<file path="config.mk">
export PLATFORM = sky130hd
export DESIGN_NAME = crlf_line_receiver_echo_unit_flat
export DESIGN_NICKNAME = d
export VERILOG_FILES = /design/src/hw/rtl/crlf_pkg.sv /design/src/hw/rtl/crlf_rx_if.sv /design/src/hw/rtl/crlf_tx_if.sv /design/src/hw/rtl/crlf_ram.sv /design/src/hw/rtl/crlf_datapath.sv /design/src/hw/rtl/crlf_ctrl.sv /design/src/hw/rtl/crlf_line_receiver_echo_unit.sv /design/src/flat_wrapper.sv
export SDC_FILE = /design/constraint.sdc
export NUM_CORES = 1
export LEC_CHECK = 0
export ABC_AREA = 1
export BUFFER_PORTS_ARGS = -buffer_cell sky130_fd_sc_hd__buf_2
export CAP_MARGIN = 20
export CORE_AREA = 2 2 247 225
export DETAILED_ROUTE_END_ITERATION = 12
export DIE_AREA = 0 0 249 227
export MAX_ROUTING_LAYER = met4
export SETUP_SLACK_MARGIN = 0.05
export SLEW_MARGIN = 0
export SYNTH_ARGS = -nofsm -noshare
export SYNTH_HDL_FRONTEND = slang
export SYNTH_SLANG_ARGS = --single-unit
</file>
<file path="constraint.sdc">
create_clock -name clk -period 8.8 [get_ports clk]
set_input_delay 0.44 -clock clk [delete_from_list [all_inputs] [get_ports clk]]
set_output_delay 0.44 -clock clk [all_outputs]
set_load 0.05 [all_outputs]
</file>
<file path="src/hw/rtl/crlf_pkg.sv">
`timescale 1ns / 1ps
`default_nettype none
// ----------------------------------------------------------------------------
// crlf_pkg: shared constants and types
// Line depth, control characters, opcodes and the controller/datapath links.
// ----------------------------------------------------------------------------
package crlf_pkg;

    localparam int LINE_DEPTH = 64;
    localparam int IDX_W      = $clog2(LINE_DEPTH);

    localparam logic [7:0] CHAR_CR = 8'h0d;
    localparam logic [7:0] CHAR_LF = 8'h0a;

    localparam logic OP_RX    = 1'b0;
    localparam logic OP_DRAIN = 1'b1;

    // commands from controller to datapath
    typedef struct packed {
        logic take_byte;   // process one received byte
        logic start;       // issue read of the first stored byte
        logic advance;     // issue read of the next stored byte
        logic clear;       // drop line state
    } crlf_cmd_t;

    // status from datapath to controller
    typedef struct packed {
        logic complete;    // CR LF seen
        logic empty;       // no stored bytes
        logic last;        // word on output is the final one
    } crlf_stat_t;

endpackage
`default_nettype wire

</file>
<file path="src/hw/rtl/crlf_rx_if.sv">
`timescale 1ns / 1ps
`default_nettype none
// ----------------------------------------------------------------------------
// crlf_rx_if: input channel
// Valid/ready channel carrying an opcode and a received byte.
// ----------------------------------------------------------------------------
interface crlf_rx_if;
    logic       valid;
    logic       ready;
    logic       op;
    logic [7:0] rx_byte;

    modport source (output valid, output op, output rx_byte, input ready);
    modport sink   (input valid, input op, input rx_byte, output ready);
endinterface
`default_nettype wire

</file>
<file path="src/hw/rtl/crlf_tx_if.sv">
`timescale 1ns / 1ps
`default_nettype none
// ----------------------------------------------------------------------------
// crlf_tx_if: output channel
// Valid/ready channel carrying a replayed byte and its end-of-line mark.
// ----------------------------------------------------------------------------
interface crlf_tx_if;
    logic       valid;
    logic       ready;
    logic [7:0] tx_byte;
    logic       last_of_line;

    modport source (output valid, output tx_byte, output last_of_line, input ready);
    modport sink   (input valid, input tx_byte, input last_of_line, output ready);
endinterface
`default_nettype wire

</file>
<file path="src/hw/rtl/crlf_ram.sv">
`timescale 1ns / 1ps
`default_nettype none
// ----------------------------------------------------------------------------
// crlf_ram: generic single-write, single-read RAM
// One write port, one read port with registered read data and read enable.
// ----------------------------------------------------------------------------
module crlf_ram #(
    parameter int WIDTH = 8,
    parameter int DEPTH = 64
) (
    input  wire logic                     clk,
    input  wire logic                     we,
    input  wire logic [$clog2(DEPTH)-1:0] waddr,
    input  wire logic [WIDTH-1:0]         wdata,
    input  wire logic                     re,
    input  wire logic [$clog2(DEPTH)-1:0] raddr,
    output logic      [WIDTH-1:0]         rdata
);

    logic [WIDTH-1:0] mem [DEPTH];

    always_ff @(posedge clk)
    begin
        if (we)
        begin
            mem[waddr] <= wdata;
        end
        if (re)
        begin
            rdata <= mem[raddr];
        end
    end

endmodule
`default_nettype wire

</file>
<file path="src/hw/rtl/crlf_datapath.sv">
`timescale 1ns / 1ps
`default_nettype none
// ----------------------------------------------------------------------------
// crlf_datapath: line store and line state
// Holds the byte count, CR and complete flags, the line RAM and read pointer.
// ----------------------------------------------------------------------------
module crlf_datapath (
    input  wire logic                 clk,
    input  wire logic                 rst_n,
    input  wire crlf_pkg::crlf_cmd_t  cmd,
    input  wire logic [7:0]           rx_byte,
    output crlf_pkg::crlf_stat_t      stat,
    output logic [7:0]                tx_byte,
    output logic                      last_of_line
);

    logic [crlf_pkg::IDX_W-1:0] count_reg, count_next;
    logic                       cr_reg, cr_next;
    logic                       complete_reg, complete_next;
    logic [crlf_pkg::IDX_W-1:0] rd_idx_reg, rd_idx_next;
    logic                       last_reg, last_next;
    logic                       wr_en;
    logic                       rd_en;

    always_comb
    begin
        count_next    = count_reg;
        cr_next       = cr_reg;
        complete_next = complete_reg;
        wr_en         = 1'b0;
        if (cmd.clear)
        begin
            count_next    = '0;
            cr_next       = 1'b0;
            complete_next = 1'b0;
        end
        else if (cmd.take_byte && !complete_reg)
        begin
            if (cr_reg)
            begin
                if (rx_byte == crlf_pkg::CHAR_LF)
                begin
                    complete_next = 1'b1;
                end
                else
                begin
                    // anything but LF after CR: drop the line
                    count_next = '0;
                    cr_next    = 1'b0;
                end
            end
            else if (rx_byte == crlf_pkg::CHAR_CR)
            begin
                cr_next = 1'b1;
            end
            else
            begin
                wr_en = 1'b1;
                // buffer full: drop the line
                if (count_reg == crlf_pkg::IDX_W'(crlf_pkg::LINE_DEPTH - 1))
                begin
                    count_next = '0;
                end
                else
                begin
                    count_next = count_reg + crlf_pkg::IDX_W'(1);
                end
            end
        end
    end

    always_comb
    begin
        rd_en       = cmd.start || cmd.advance;
        rd_idx_next = rd_idx_reg;
        if (cmd.start)
        begin
            rd_idx_next = '0;
        end
        else if (cmd.advance)
        begin
            rd_idx_next = rd_idx_reg + crlf_pkg::IDX_W'(1);
        end
        last_next = last_reg;
        if (rd_en)
        begin
            last_next = (rd_idx_next == count_reg - crlf_pkg::IDX_W'(1));
        end
    end

    always_ff @(posedge clk or negedge rst_n)
    begin
        if (!rst_n)
        begin
            count_reg    <= '0;
            cr_reg       <= 1'b0;
            complete_reg <= 1'b0;
            rd_idx_reg   <= '0;
            last_reg     <= 1'b0;
        end
        else
        begin
            count_reg    <= count_next;
            cr_reg       <= cr_next;
            complete_reg <= complete_next;
            rd_idx_reg   <= rd_idx_next;
            last_reg     <= last_next;
        end
    end

    crlf_ram #(
        .WIDTH (8),
        .DEPTH (crlf_pkg::LINE_DEPTH)
    ) u_line_ram (
        .clk   (clk),
        .we    (wr_en),
        .waddr (count_reg),
        .wdata (rx_byte),
        .re    (rd_en),
        .raddr (rd_idx_next),
        .rdata (tx_byte)
    );

    assign last_of_line  = last_reg;
    assign stat.complete = complete_reg;
    assign stat.empty    = (count_reg == '0);
    assign stat.last     = last_reg;

endmodule
`default_nettype wire

</file>
<file path="src/hw/rtl/crlf_ctrl.sv">
`timescale 1ns / 1ps
`default_nettype none
// ----------------------------------------------------------------------------
// crlf_ctrl: receive/replay controller
// Takes input words while idle and steps the datapath through a line replay.
// ----------------------------------------------------------------------------
module crlf_ctrl (
    input  wire logic                 clk,
    input  wire logic                 rst_n,
    input  wire logic                 rx_valid,
    input  wire logic                 rx_op,
    input  wire logic                 tx_ready,
    input  wire crlf_pkg::crlf_stat_t stat,
    output crlf_pkg::crlf_cmd_t       cmd,
    output logic                      rx_ready,
    output logic                      tx_valid
);

    typedef enum logic {
        ST_IDLE,
        ST_SEND
    } state_t;

    state_t state_reg, state_next;
    logic   rx_ready_reg, rx_ready_next;
    logic   tx_valid_reg, tx_valid_next;

    always_comb
    begin
        cmd           = '0;
        state_next    = state_reg;
        rx_ready_next = rx_ready_reg;
        tx_valid_next = tx_valid_reg;
        case (state_reg)
            ST_IDLE:
            begin
                if (rx_valid && rx_ready_reg)
                begin
                    if (rx_op == crlf_pkg::OP_RX)
                    begin
                        cmd.take_byte = 1'b1;
                    end
                    else if (stat.complete && !stat.empty)
                    begin
                        cmd.start     = 1'b1;
                        state_next    = ST_SEND;
                        rx_ready_next = 1'b0;
                        tx_valid_next = 1'b1;
                    end
                    else if (stat.complete)
                    begin
                        // empty line: nothing to send, just clear
                        cmd.clear = 1'b1;
                    end
                end
            end
            ST_SEND:
            begin
                if (tx_ready)
                begin
                    if (stat.last)
                    begin
                        cmd.clear     = 1'b1;
                        state_next    = ST_IDLE;
                        rx_ready_next = 1'b1;
                        tx_valid_next = 1'b0;
                    end
                    else
                    begin
                        cmd.advance = 1'b1;
                    end
                end
            end
            default:
            begin
                state_next    = ST_IDLE;
                rx_ready_next = 1'b1;
                tx_valid_next = 1'b0;
            end
        endcase
    end

    always_ff @(posedge clk or negedge rst_n)
    begin
        if (!rst_n)
        begin
            state_reg    <= ST_IDLE;
            rx_ready_reg <= 1'b1;
            tx_valid_reg <= 1'b0;
        end
        else
        begin
            state_reg    <= state_next;
            rx_ready_reg <= rx_ready_next;
            tx_valid_reg <= tx_valid_next;
        end
    end

    assign rx_ready = rx_ready_reg;
    assign tx_valid = tx_valid_reg;

endmodule
`default_nettype wire

</file>
<file path="src/hw/rtl/crlf_line_receiver_echo_unit.sv">
`timescale 1ns / 1ps
`default_nettype none
// ----------------------------------------------------------------------------
// crlf_line_receiver_echo_unit: CR LF line receiver with replay
// Collects received bytes into a line buffer and sends a finished line back.
// ----------------------------------------------------------------------------
// Usage:
//   rx carries words of (op, rx_byte). With op = receive, the byte joins the
//   current line in the same cycle; while idle, rx takes one word per cycle.
//   A CR followed by LF closes the line. Any other byte after CR, or a line
//   that fills the buffer, drops the line. Bytes are ignored while a closed
//   line waits. With op = drain and a closed line, the stored bytes go out on
//   tx in received order, last_of_line set on the final one, then the line
//   state clears. Drain of an unclosed line does nothing.
//   Replay: the first byte appears on tx in the cycle after the drain word is
//   taken; following bytes come one per cycle, set by the single RAM read
//   port, while tx is ready. rx is held for the whole replay, and rx_ready
//   returns the cycle after the last byte is taken.
//   A stalled tx holds the current byte and last mark steady (the RAM read
//   register is not re-enabled) and stalls the replay.
//   Reset: counters and flags clear at once; the line RAM is not cleared,
//   since only bytes written to the current line are ever read. rx is ready
//   right out of reset.
// ----------------------------------------------------------------------------
module crlf_line_receiver_echo_unit (
    input wire logic   clk,
    input wire logic   rst_n,
    crlf_rx_if.sink    rx,
    crlf_tx_if.source  tx
);

    crlf_pkg::crlf_cmd_t  cmd;
    crlf_pkg::crlf_stat_t stat;

    // sequencing: accept, start replay, step per taken word, clear at end
    crlf_ctrl u_ctrl (
        .clk      (clk),
        .rst_n    (rst_n),
        .rx_valid (rx.valid),
        .rx_op    (rx.op),
        .tx_ready (tx.ready),
        .stat     (stat),
        .cmd      (cmd),
        .rx_ready (rx.ready),
        .tx_valid (tx.valid)
    );

    // line state, line RAM, read pointer and output payload
    crlf_datapath u_datapath (
        .clk          (clk),
        .rst_n        (rst_n),
        .cmd          (cmd),
        .rx_byte      (rx.rx_byte),
        .stat         (stat),
        .tx_byte      (tx.tx_byte),
        .last_of_line (tx.last_of_line)
    );

endmodule
`default_nettype wire

</file>
<file path="src/flat_wrapper.sv">
// flat-port wrapper written by rule: the top's interface ports become plain ports
module crlf_line_receiver_echo_unit_flat 
  (clk, rst_n, rx_valid, rx_op, rx_rx_byte, rx_ready, tx_valid, tx_tx_byte, tx_last_of_line, tx_ready);
  crlf_rx_if rx_i ();
  crlf_tx_if tx_i ();
  input wire logic clk;
  input wire logic rst_n;
  input wire logic [$bits(rx_i.valid)-1:0] rx_valid;
  input wire logic [$bits(rx_i.op)-1:0] rx_op;
  input wire logic [$bits(rx_i.rx_byte)-1:0] rx_rx_byte;
  output wire logic [$bits(rx_i.ready)-1:0] rx_ready;
  output wire logic [$bits(tx_i.valid)-1:0] tx_valid;
  output wire logic [$bits(tx_i.tx_byte)-1:0] tx_tx_byte;
  output wire logic [$bits(tx_i.last_of_line)-1:0] tx_last_of_line;
  input wire logic [$bits(tx_i.ready)-1:0] tx_ready;
  assign rx_i.valid = rx_valid;
  assign rx_i.op = rx_op;
  assign rx_i.rx_byte = rx_rx_byte;
  assign rx_ready = rx_i.ready;
  assign tx_valid = tx_i.valid;
  assign tx_tx_byte = tx_i.tx_byte;
  assign tx_last_of_line = tx_i.last_of_line;
  assign tx_i.ready = tx_ready;
  crlf_line_receiver_echo_unit u_core (.clk(clk), .rst_n(rst_n), .rx(rx_i), .tx(tx_i));
endmodule
</file>
======== Yosys cells after proc, flatten, opt, wreduce, memory -nomap -nowiden ========
Memories as Yosys holds them, arrays and structs flattened. A register that Yosys moved wholly into a read port is not among the register bits.
Cells that the tools add are included.
W data, S select, Z words.
cells by class
  add/sub/neg operators ................... 3
  equal/unequal tests ..................... 11
  multiplexer cells ....................... 52
  bitwise operators ....................... 1
  reductions and logical operators ........ 13
operators by type and width
  cell                   count
  $mux W6                8
  $mux W1                37
  $eq A8 B4 Y1 const B   2
  $add A6 B1 Y6 const B  2
  $ne A2 B2 Y1 const B   5
  $pmux W1 S2            4
  $eq A6 B6 Y1           1
  $eq A6 B6 Y1 const B   1
  $logic_not A6 Y1       1
  $mux W2                3
  $ne A3 B2 Y1 const B   2
  $reduce_and A3 Y1      2
  $reduce_bool A2 Y1     3
  $sub A6 B1 Y6 const B  1
  $reduce_and A5 Y1      1
  $logic_and A1 B1 Y1    3
  $logic_not A1 Y1       2
  $logic_or A1 B1 Y1     1
  $not A1 Y1             1
storage, ports and cells
  register bits ........................... 18
  memory bits (writable) .................. 512
  input bits .............................. 13
  output and inout bits ................... 11
  logic and storage cells ................. 89
  memories ................................ 1
memory list
  memory                            words  width  read ports  clocked after memory_dff  write ports  line            RTL
  u_core.u_datapath.u_line_ram.mem  64     8      1           1                         1            crlf_ram.sv:20  logic [WIDTH-1:0] mem [DEPTH];

======== Depth between registers and ports, before layout ========
Gate-level depths: netlist of the first run.
  word-level depth ........................ 12
  mapped depth ............................ 16
  depth with buffers taken out ............ 13

======== By module ========
From an unflattened synthesis of the first run, not the netlist that was laid out.
unflattened totals
  cells, all modules ...................... 2010
  area total of the unflattened synthesis .. 22743.1 um2
modules (own cells, without submodules)
  module         instances  cells an instance  area each (um2)  seq. area each (um2)
  crlf_ram       1          1805               21419.3          15615.0
  crlf_datapath  1          181                1154.9           375.4
  crlf_ctrl      1          24                 168.9            76.3

======== Worst setup path before layout of the first run ========
Ideal clock, no wire load.
  path kind ............................... reg2reg
  start ................................... register u_core.u_datapath.count_reg[0] (netlist bit)
  end ..................................... memory u_core.u_datapath.u_line_ram.mem[15][0] (enable)
  library setup time ...................... 395 ps
  arrival time ............................ 2449 ps
  required time ........................... 8405 ps
  path slack .............................. 5956 ps
  stages on the path, launching flop included .. 11
  path buffers ............................ 1
  clock period less this slack ............ 2844 ps
  cells stage by stage .................... dfrtp_1 buf_2 clkinv_1 ha_1 nand4_1 a21boi_0 nor2_1 inv_1 nor2_2 inv_1 nor4_1
between the ends
  cells in the longest elaborated chain, start to end .. 10
ends and longest elaborated chain
  item                           line                  RTL
  start, declared                crlf_datapath.sv:17   logic [crlf_pkg::IDX_W-1:0] count_reg, count_next;
  start signal, assigned         crlf_datapath.sv:103  count_reg <= count_next;
  $logic_not A6 Y1               crlf_datapath.sv:126  assign stat.empty = (count_reg == '0);
  $logic_not A1 Y1               crlf_ctrl.sv:43       else if (stat.complete && !stat.empty)
  $logic_and A1 B1 Y1            crlf_ctrl.sv:43
  $mux W1                        crlf_ctrl.sv:43
  $mux W1                        crlf_ctrl.sv:39       if (rx_op == crlf_pkg::OP_RX)
  $mux W1                        crlf_ctrl.sv:37       if (rx_valid && rx_ready_reg)
  $pmux W1 S2                    crlf_ctrl.sv:34       case (state_reg)
  $mux W1                        crlf_datapath.sv:31   if (cmd.clear)
  $mux W1                        crlf_ram.sv:24        if (we)
  $mux W1 (not written as such)  crlf_ram.sv:26        mem[waddr] <= wdata;
  end, declared                  crlf_ram.sv:20
Several ways; a longest one is shown, not always the timed one.

======== Final worst setup path of the first run ========
  start ................................... register u_core.u_datapath.count_reg[0] (netlist bit)
  end ..................................... register u_core.u_datapath.u_line_ram.rdata[6], read port of u_core.u_datapath.u_line_ram.mem (data pin)
between the ends
  cells in the longest elaborated chain, start to end .. 8
  elaborated cells between the ends (all ways) .. 9
  classes of those cells .................. 5 x mux; 4 x reduce/logical
ends and longest elaborated chain
  item                                                  line                                      RTL
  $logic_not A6 Y1 *                                    crlf_datapath.sv:126
  $logic_not A1 Y1 *                                    crlf_ctrl.sv:43
  $logic_and A1 B1 Y1 *                                 crlf_ctrl.sv:43
  $mux W1 *                                             crlf_ctrl.sv:43
  $mux W1 *                                             crlf_ctrl.sv:39
  $mux W2 *                                             crlf_ctrl.sv:37
  $mux W2 *                                             crlf_ctrl.sv:34
  $mux W6 / $logic_or A1 B1 Y1 (equally long branches)  crlf_datapath.sv:76, crlf_datapath.sv:74
  end, declared                                         crlf_ram.sv:17                            output logic [WIDTH-1:0] rdata
Mark *: on every way between the ends. The rest lies on a longest branch, timed or not.
A chain may end at the register's enable or synchronous reset.

==> flow_summary.json, run 1 <==
{
  "fin_crit_ps": 5105,
  "ys_top_cells_by_area": "edfxtp_1, nand3_1, nand2_1",
  "drc": 0,
  "cp.arrival_ps": 5460,
  "grt_pass1_wl_um": 96430,
  "tns_ps": 0,
  "routed_wl_um": 63360,
  "top_regs": "u_core.u_datapath.u_line_ram.mem: 512 flops, u_core.u_datapath.u_line_ram.rdata: 8 flops",
  "grt_pass1_vias": 15330,
  "synth_warnings": 0,
  "clockRootBuffer": "clkbuf_16",
  "row_count": 81,
  "start_util": 0.4474,
  "leakage_nw": 10.60,
  "dieArea_mm2": 0.05652,
  "ir_drop_mv": 0.2168,
  "die-height_um": 227,
  "top_register": "u_core.u_datapath.u_line_ram.mem",
  "grt_usage": 0.2342,
  "clk_path_buf_depth": 3,
  "fp.dieW_um": 249,
  "drtPass1Iterations": 5,
  "multiInputGateArea_mm2": 0.006036,
  "grt-ovfl-total": 0,
  "drv_cap": 0,
  "dp_cells": 2958,
  "layout_common_cells": "edfxtp_1, nand3_1, nand2_1, inv_1, nor2_1",
  "hold_viol_final": 0,
  "critPathKind": "register to register",
  "insertion_delay_ps": 620,
  "report.final.setup_viol": 0,
  "grt_max_degree": 97,
  "slew_headroom": 0.2909,
  "finalNetCount": 2329,
  "syn_nets": 2347,
  "synth_area_mm2": 0.02408,
  "setup_slack_ps": 3695,
  "startpoint_type": "register",
  "post_drt_wl_per_cell_um": 20.67,
  "finClkSkew_ps": 21.99,
  "finalNonFillerCells": 3065,
  "hold_class": "input port to register",
  "tritoncts": "done",
  "synth_top_area_cell": "edfxtp_1",
  "post_cts_buffers": 0,
  "power.density_mw_per_mm2": 283.1,
  "viasPerCell": 5.270,
  "area.sequential_mm2": 0.01607,
  "slew_violations": 0,
  "synth_seq_cells": 538,
  "fin_area_mm2": 0.02640,
  "pre_cts_slack_ps": 3783,
  "mostFrequentLayoutCell": "edfxtp_1",
  "period_share": 0.5801,
  "holdWs_ps": 212.8,
  "dpl_cell_area_mm2": 0.02464,
  "antenna_found_initial": 0,
  "largest_reg_flops": 512,
  "worst_setup_path_end_kind": "register",
  "tightest_slew_ps": 1064,
  "worstPathMaxFanout": 94,
  "cts-buffers-inserted": 57,
  "avgSynthCellArea_um2": 10.33,
  "seq_area_frac_synth": 0.6673,
  "cts_resized": 0,
  "ios": 24,
  "rsz0062_at_grt": "false",
  "fillers": 4820,
  "drive_gt1_frac": 0.06017,
  "area_delta_synth_final_pct": 9.640,
  "cts_hold_buf": 1,
  "dp.final_hpwl_um": 35530,
  "clk_pin_slew_ps": 60,
  "coreArea_mm2": 0.05382,
  "h-tree-depth": 2,
  "ant_nets": 0,
  "diodes": 0,
  "vias": 16150,
  "portBuffers": 23,
  "cts_sinks": 538,
  "synthCells": 2331,
  "synth_top_area_share": 0.6485,
  "max_freq_mhz": 195.9,
  "synth.distinct_cells": 36,
  "critical_path_required_ps": 9150,
  "gp_congestion": 0.8349,
  "drt_iter0_drc": 2029,
  "status": "complete, no violations"
}
==> report_power, final <==
part	leakage (nW)	internal, mW	switching (mW)
registers	4.90	2.86	0.0315
clock network	0.848	1.31	0.978
logic	4.85	0.622	1.67
==> per-layer routing <==
layer,vias up,part of all wire,global-route usage
met2,619,0.45,0.3497
met5,-,0,-
met4,0,0.020,0.06276
li1,7666,-,-
met3,97,0.078,0.04150
met1,7770,0.45,0.3325
==> critical path, stage by stage, from the launching register on <==
cell and delay (ps):
dfrtp_1 520, clkinv_1 270, ha_1 340, nand3_2 120
nand2_4 500, nand2_8 730, buf_4 870, inv_2 410
nand3_1 250, nand3_1 90, nand3_1 150, nand3_1 250
nand3_1 180, nand2_1 70
==> area by class of cell <==
type                    instances  share of cell area
well taps                     705             0.03342
flip-flops and latches        538              0.6086
repair buffers                 47             0.01218
inverters                     357             0.05105
clock inverters                29            0.007584
clock buffers                  77             0.05849
multi-input cells            1312              0.2286
==> per-stage QoR <==
stage,power [mW],utilization
6_report,7.472,0.4905
5_1_grt,7.868,0.4905
4_1_cts,7.500,0.4905
3_5_place_dp,5.226,0.4579
3_3_place_gp,5.203,0.4572
2_1_floorplan,4.591,-
==> final timing paths <==
| check | startpoint | endpoint | slack [ps] | cells past startpoint |
|---|---|---|---|---|
| worst max-delay path | u_core.u_datapath.count_reg[0] | u_core.u_datapath.u_line_ram.rdata[6] | 3690 | 13 |
| worst min-delay path | rx_valid | u_core.u_datapath.cr_reg | 210 | 5 |
| worst max register to register | u_core.u_datapath.count_reg[0] | u_core.u_datapath.u_line_ram.rdata[6] | 3690 | 13 |
| worst min register to register | u_core.u_ctrl.tx_valid | u_core.u_ctrl.tx_valid | 500 | 1 |
| max in group asynchronous | rst_n | u_core.u_ctrl.rx_ready | 8180 | 2 |
| min in group asynchronous | rst_n | u_core.u_ctrl.state_reg | 290 | 2 |
==> cells by family after synthesis <==
kind of cell | synth area share
flip-flops | 0.6673
XOR/XNOR | 0.003274
AO/OA/AOI/OAI | 0.005820
buffers and inverters | 0.08289
adder cells (fa/ha/maj) | 0.001559
AND/OR/NAND/NOR | 0.2392
==> cell usage after synthesis, drive strengths merged <==
master / n
a21boi: 2
edfxtp: 520
clkinv: 3
nor4: 2
buf: 114
dfstp: 1
o21ai: 16
nor3: 5
nand2: 411
nor3b: 1
nor2: 313
inv: 354
dfrtp: 17
nand3b: 72
ha: 3
xnor2: 2
a21oi: 5
nand3: 460
xor2: 7
o22ai: 2
nand4: 9
clkbuf: 10
and3: 1
o21a: 1
Power figures use the tool's default switching activity.
==> run 2: changes to the inputs <==
Settings changed: ABC_AREA 1 to 0, CORE_AREA 2 2 247 225 to 2 2 232 211, DIE_AREA 0 0 249 227 to 0 0 234 213.
Clock period 8.8 ns to 5 ns, I/O delays scaled along.
==> flow_summary.json, run 2 <==
{
  "status": "complete, no violations",
  "yosys-top-cells-count": "edfxtp_1, nand2_1, a221oi_1",
  "finalNetCount": 1441,
  "setup_slack_ps": 730.2,
  "synth_top_area_share": 0.7380,
  "power.density_mw_per_mm2": 367.3,
  "vias": 12640,
  "layout_common_cells": "edfxtp_1, nand2_1, a221oi_1, a21oi_1, o21ai_0",
  "routed_wl_um": 55140,
  "clk_pin_slew_ps": 60,
  "critical_path_required_ps": 5470,
  "grt_max_degree": 129,
  "ir_drop_mv": 0.2877,
  "tritoncts": "done",
  "p_switching_mw": 1.775,
  "drv_cap": 0,
  "hold_viol_final": 0,
  "grt_usage": 0.2317,
  "drtPass1Iterations": 5,
  "dp.final_hpwl_um": 32580,
  "power_frac_seq": 0.569,
  "synth_area_mm2": 0.02116,
  "holdWs_ps": 34.76,
  "max_freq_mhz": 234.2,
  "gp_congestion": 0.8088,
  "hold_class": "input port to register",
  "fp.dieW_um": 234,
  "top_register": "u_core.u_datapath.u_line_ram.mem",
  "synthCells": 1391,
  "ant_nets": 0,
  "synth_top_area_cell": "edfxtp_1",
  "drt_iter0_drc": 1562,
  "die-height_um": 213,
  "critPathKind": "register to register",
  "dieArea_mm2": 0.04984,
  "row_count": 76,
  "period_share": 0.8540,
  "start_util": 0.4459,
  "synth_edf_count": 520,
  "pre_cts_slack_ps": 711.3,
  "p_comb_frac": 0.011,
  "portBuffers": 23,
  "swShare": 0.2046,
  "h-tree-depth": 2,
  "fin_area_mm2": 0.02362,
  "ios": 24,
  "coreArea_mm2": 0.04745,
  "rsz0062_at_grt": "false",
  "cts_sinks": 538,
  "post_cts_buffers": 0,
  "antenna_found_initial": 1,
  "slew_violations": 0,
  "drc": 0,
  "synth_seq_cells": 538,
  "yosysMostFrequentCell": "edfxtp_1",
  "grt-ovfl-total": 0,
  "dpl_cell_area_mm2": 0.02201,
  "clockRootBuffer": "clkbuf_16",
  "r2r-start": "u_core.u_datapath.count_reg[0]",
  "startpoint": "u_core.u_datapath.count_reg[0]",
  "hp-start": "rx_rx_byte[3]",
  "seq_area_frac_synth": 0.7593,
  "post_drt_wl_per_cell_um": 26.42,
  "worst_setup_path_end_kind": "register",
  "report.final.setup_viol": 0,
  "fin_util": 0.4978,
  "top_regs": "u_core.u_datapath.u_line_ram.mem: 512 flops, u_core.u_datapath.u_line_ram.rdata: 8 flops",
  "startpoint_type": "register",
  "share_clk_of_total_power": 0.420,
  "synth.distinct_cells": 62,
  "viasPerCell": 6.057,
  "tightest_slew_ps": 1049,
  "synthArstFlopShare": 0.03346,
  "grt_pass1_wl_um": 81160,
  "worstPathMaxFanout": 76,
  "fillers": 3995,
  "clk_path_buf_depth": 3,
  "drive_gt1_frac": 0.1040,
  "syn_nets": 1407,
  "slew_headroom": 0.3007,
  "insertion_delay_ps": 620,
  "mostFrequentLayoutCell": "edfxtp_1",
  "leakage_nw": 7.970,
  "grt_pass1_vias": 12210,
  "finClkSkew_ps": 13.00,
  "ys_top_cells_by_area": "edfxtp_1, a221oi_1, mux2i_1",
  "cp.arrival_ps": 4740,
  "ys.flop_type": "edfxtp_1",
  "synth_warnings": 0,
  "largest_reg_flops": 512,
  "cts-buffers-inserted": 53,
  "area_delta_synth_final_pct": 11.63,
  "fin_crit_ps": 4270,
  "intPower_mw": 6.901,
  "avgSynthCellArea_um2": 15.21,
  "tns_ps": 0
}
## run 2: cell count changes after synthesis, sizes merged, moves of 23 or more
| cell | change |
|---|---|
| a21oi | +95 |
| a221oi | +121 |
| buf | -60 |
| clkbuf | +23 |
| inv | -348 |
| mux2i | +66 |
| nand2 | -238 |
| nand3 | -436 |
| nand3b | -70 |
| nor2 | -231 |
| o21ai | +64 |
## run 2: what timing repair did
action,CTS,global route
resized for setup,0,0
setup endpoints to repair,0,0
endpoints found under the hold margin,28,0
hold buffers,6,0
## run 2: cell type report
class / count / area (um^2) / area share
inverters: 6 / 22.52 / 0.0009535
clock inverters: 26 / 167.7 / 0.007099
multi-input cells: 760 / 4701 / 0.1990
flip-flops and latches: 538 / 16070 / 0.6802
clock buffers: 66 / 1375 / 0.05822
repair buffers: 66 / 503.0 / 0.02130
well taps: 624 / 780.7 / 0.03306
diodes: 1 / 2.502 / 0.0001059
## run 2: worst max-delay path: stages, from the launching register on
cell	delay, ps
dfrtp_1	500
inv_1	140
ha_1	260
nor4b_4	150
a211oi_4	800
a221o_4	880
buf_4	400
a221oi_1	160
nor3_1	470
nand2_1	180
nand4_1	140
## run 2: worst paths after layout
check                                                         to  slack (ps)  cells past startpoint
setup / recovery           u_core.u_datapath.u_line_ram.rdata[4]         730                     10
min in group asynchronous         u_core.u_datapath.count_reg[2]         100                      2
setup reg to reg           u_core.u_datapath.u_line_ram.rdata[4]         730                     10
hold / removal                    u_core.u_datapath.complete_reg          30                      4
hold reg to reg                           u_core.u_ctrl.tx_valid         510                      2
max in group asynchronous                 u_core.u_ctrl.rx_ready        4560                      2
## run 2: metrics by stage
stage / power [mW] / instances
global placement: 5.124 / 1987
floorplan: 5.037 / 1391
finish: 8.676 / 2087
detailed placement: 5.127 / 1988
global route: 8.902 / 2087
CTS: 8.727 / 2086
## run 2: cells by family (layout without fill, tap and decap cells)
family,after synthesis,count (layout),synth area share
compound gates,338,338,0.1074
xor+xnor,13,13,0.005736
fa+ha+maj,3,3,0.001774
buf+inv,93,164,0.02129
flops,538,538,0.7593
mux,66,66,0.03122
other cells,0,1,0
simple gates,340,340,0.07327
## run 2: per-layer routing
layer | part of all wire | GRT usage | vias to the layer above
li1 | - | - | 5533
met1 | 0.44 | 0.3291 | 6448
met2 | 0.45 | 0.3304 | 582
met3 | 0.098 | 0.06584 | 78
met4 | 0.020 | 0.05674 | 0
met5 | 0 | - | -
## run 2: power groups by stage
stage / combinational [mW] / clock [mW] / sequential [mW]
finish: 0.0946 / 3.64 / 4.94
global route: 0.102 / 3.86 / 4.94
CTS: 0.0966 / 3.69 / 4.94
detailed placement: 0.0930 / 0 / 5.03
global placement: 0.0895 / 0 / 5.03
floorplan: 0.00160 / 0 / 5.04
==> run 3: changes to the inputs <==
Settings changed: CORE_AREA 2 2 232 211 to 4 4 234 213, CTS_BUF_LIST from default to sky130_fd_sc_hd__clkbuf_16, DIE_AREA 0 0 234 213 to 0 0 238 217, HOLD_SLACK_MARGIN from default to 0.06.
==> flow_summary.json, run 3 (synthesized netlist as in run 2, its figures left out) <==
{
  "dpl_cell_area_mm2": 0.02196,
  "drive_gt1_frac": 0.09972,
  "status": "complete, no violations",
  "rsz0062_at_grt": "false",
  "leakage_nw": 7.986,
  "grt_pass1_wl_um": 80780,
  "startpoint_type": "register",
  "slew_violations": 0,
  "finalNonFillerCells": 2079,
  "tritoncts": "done",
  "mostFrequentLayoutCell": "edfxtp_1",
  "viasPerCell": 5.964,
  "die-height_um": 217,
  "share_clk_of_total_power": 0.423,
  "ios": 24,
  "clk_path_buf_depth": 3,
  "p_switching_mw": 1.733,
  "ant_nets": 0,
  "ir_drop_mv": 0.3037,
  "cts-buffers-inserted": 52,
  "antenna_found_initial": 2,
  "dp.final_hpwl_um": 31800,
  "max_freq_mhz": 236.6,
  "area.sequential_mm2": 0.01607,
  "gp_congestion": 0.8233,
  "power_frac_seq": 0.567,
  "row_count": 76,
  "drv_cap": 0,
  "drt_iter0_drc": 1535,
  "start_util": 0.4459,
  "insertion_delay_ps": 600,
  "period_share": 0.8451,
  "critical_path_required_ps": 5460,
  "top_register": "u_core.u_datapath.u_line_ram.mem",
  "worstPathMaxFanout": 58,
  "multiInputGateArea_mm2": 0.004707,
  "fp.dieW_um": 238,
  "post_drt_wl_per_cell_um": 25.96,
  "drtPass1Iterations": 5,
  "portBuffers": 23,
  "grt_max_degree": 77,
  "grt_pass1_vias": 12170,
  "intPower_mw": 6.984,
  "hold_class": "input port to asynchronous set/reset pin",
  "dieArea_mm2": 0.05165,
  "area_delta_synth_final_pct": 11.41,
  "post_cts_buffers": 0,
  "fillers": 3924,
  "swShare": 0.1988,
  "h-tree-depth": 2,
  "total_power_mw": 8.718,
  "top_regs": "u_core.u_datapath.u_line_ram.mem: 512 flops, u_core.u_datapath.u_line_ram.rdata: 8 flops",
  "fin_util": 0.4968,
  "p_comb_frac": 0.011,
  "grt_usage": 0.2143,
  "tns_ps": 0,
  "coreArea_mm2": 0.04745,
  "routed_wl_um": 53970,
  "slew_headroom": 0.2441,
  "fin_crit_ps": 4226,
  "cts_sinks": 538,
  "grt-ovfl-total": 0,
  "power.density_mw_per_mm2": 369.8,
  "layout_common_cells": "edfxtp_1, nand2_1, a221oi_1, a21oi_1, o21ai_0",
  "worst_setup_path_end_kind": "register",
  "fin_area_mm2": 0.02357,
  "largest_reg_flops": 512,
  "clockRootBuffer": "clkbuf_16",
  "finalNetCount": 1430,
  "cp.arrival_ps": 4680,
  "vias": 12400,
  "critPathKind": "register to register",
  "dp_cells": 1980,
  "finClkSkew_ps": 22.89,
  "hold_viol_final": 0,
  "drc": 0,
  "report.final.setup_viol": 0,
  "tightest_slew_ps": 1126,
  "clk_pin_slew_ps": 60
}
-- run 3: power by group through the flow --
stage               Sequential (mW)  Combinational [mW]  Clock [mW]
floorplan                      5.04             0.00160           0
global placement               5.03              0.0936           0
detailed placement             5.03              0.0962           0
CTS                            4.94              0.0976        3.72
global route                   4.94               0.103        3.92
finish                         4.94              0.0952        3.68
-- run 3: path summary, 6_finish.rpt --
check                                               startpoint                                     to  slack (ps)  depth (start not counted)
min in group clk                                      rx_valid               u_core.u_datapath.cr_reg         160                          4
worst max-delay path            u_core.u_datapath.count_reg[0]  u_core.u_datapath.u_line_ram.rdata[2]         770                          9
worst min register to register          u_core.u_ctrl.tx_valid                 u_core.u_ctrl.tx_valid         540                          2
worst min-delay path                                     rst_n         u_core.u_datapath.last_of_line         140                          2
max in group asynchronous                                rst_n                 u_core.u_ctrl.rx_ready        4520                          2
worst max register to register  u_core.u_datapath.count_reg[0]  u_core.u_datapath.u_line_ram.rdata[2]         770                          9
-- run 3: repair_timing --
action / 4_1_cts / 5_1_grt
resized for setup: 0 / 0
hold buffers: 4 / 0
endpoints found under the hold margin: 23 / 0
-- run 3: worst max-delay path: stages (launching register included) --
cell and delay [ps]:
dfrtp_1 490, inv_1 140, ha_1 270, nor4b_4 150, a211oi_4 780, a221o_4 700
a221oi_1 200, nor4_1 820, a22oi_1 310, nand3_1 170
-- run 3: cell type report --
| cell class | instances | share of cell area |
|---|---|---|
| diodes | 1 | 0.0001062 |
| clock buffers | 52 | 0.05520 |
| clock inverters | 42 | 0.01141 |
| inverters | 6 | 0.0009554 |
| multi-input cells | 760 | 0.1997 |
| flip-flops and latches | 538 | 0.6816 |
| well taps | 624 | 0.03312 |
| repair buffers | 56 | 0.01794 |
-- run 3: stage by stage --
stage	setup slack, ps	hold slack, ps
2_1_floorplan	1576	-45.59
3_3_place_gp	926.7	224.7
3_5_place_dp	858.4	224.2
4_1_cts	849.2	131.1
5_1_grt	536.8	156.5
6_report	774.3	136.9
-- run 3: routing by layer --
| metal | global-route usage | share of wire | up-vias |
|---|---|---|---|
| met5 | - | 0 | - |
| met4 | 0.05378 | 0.021 | 0 |
| met3 | 0.03206 | 0.076 | 73 |
| met2 | 0.3189 | 0.46 | 490 |
| met1 | 0.3149 | 0.44 | 6324 |
| li1 | - | - | 5513 |
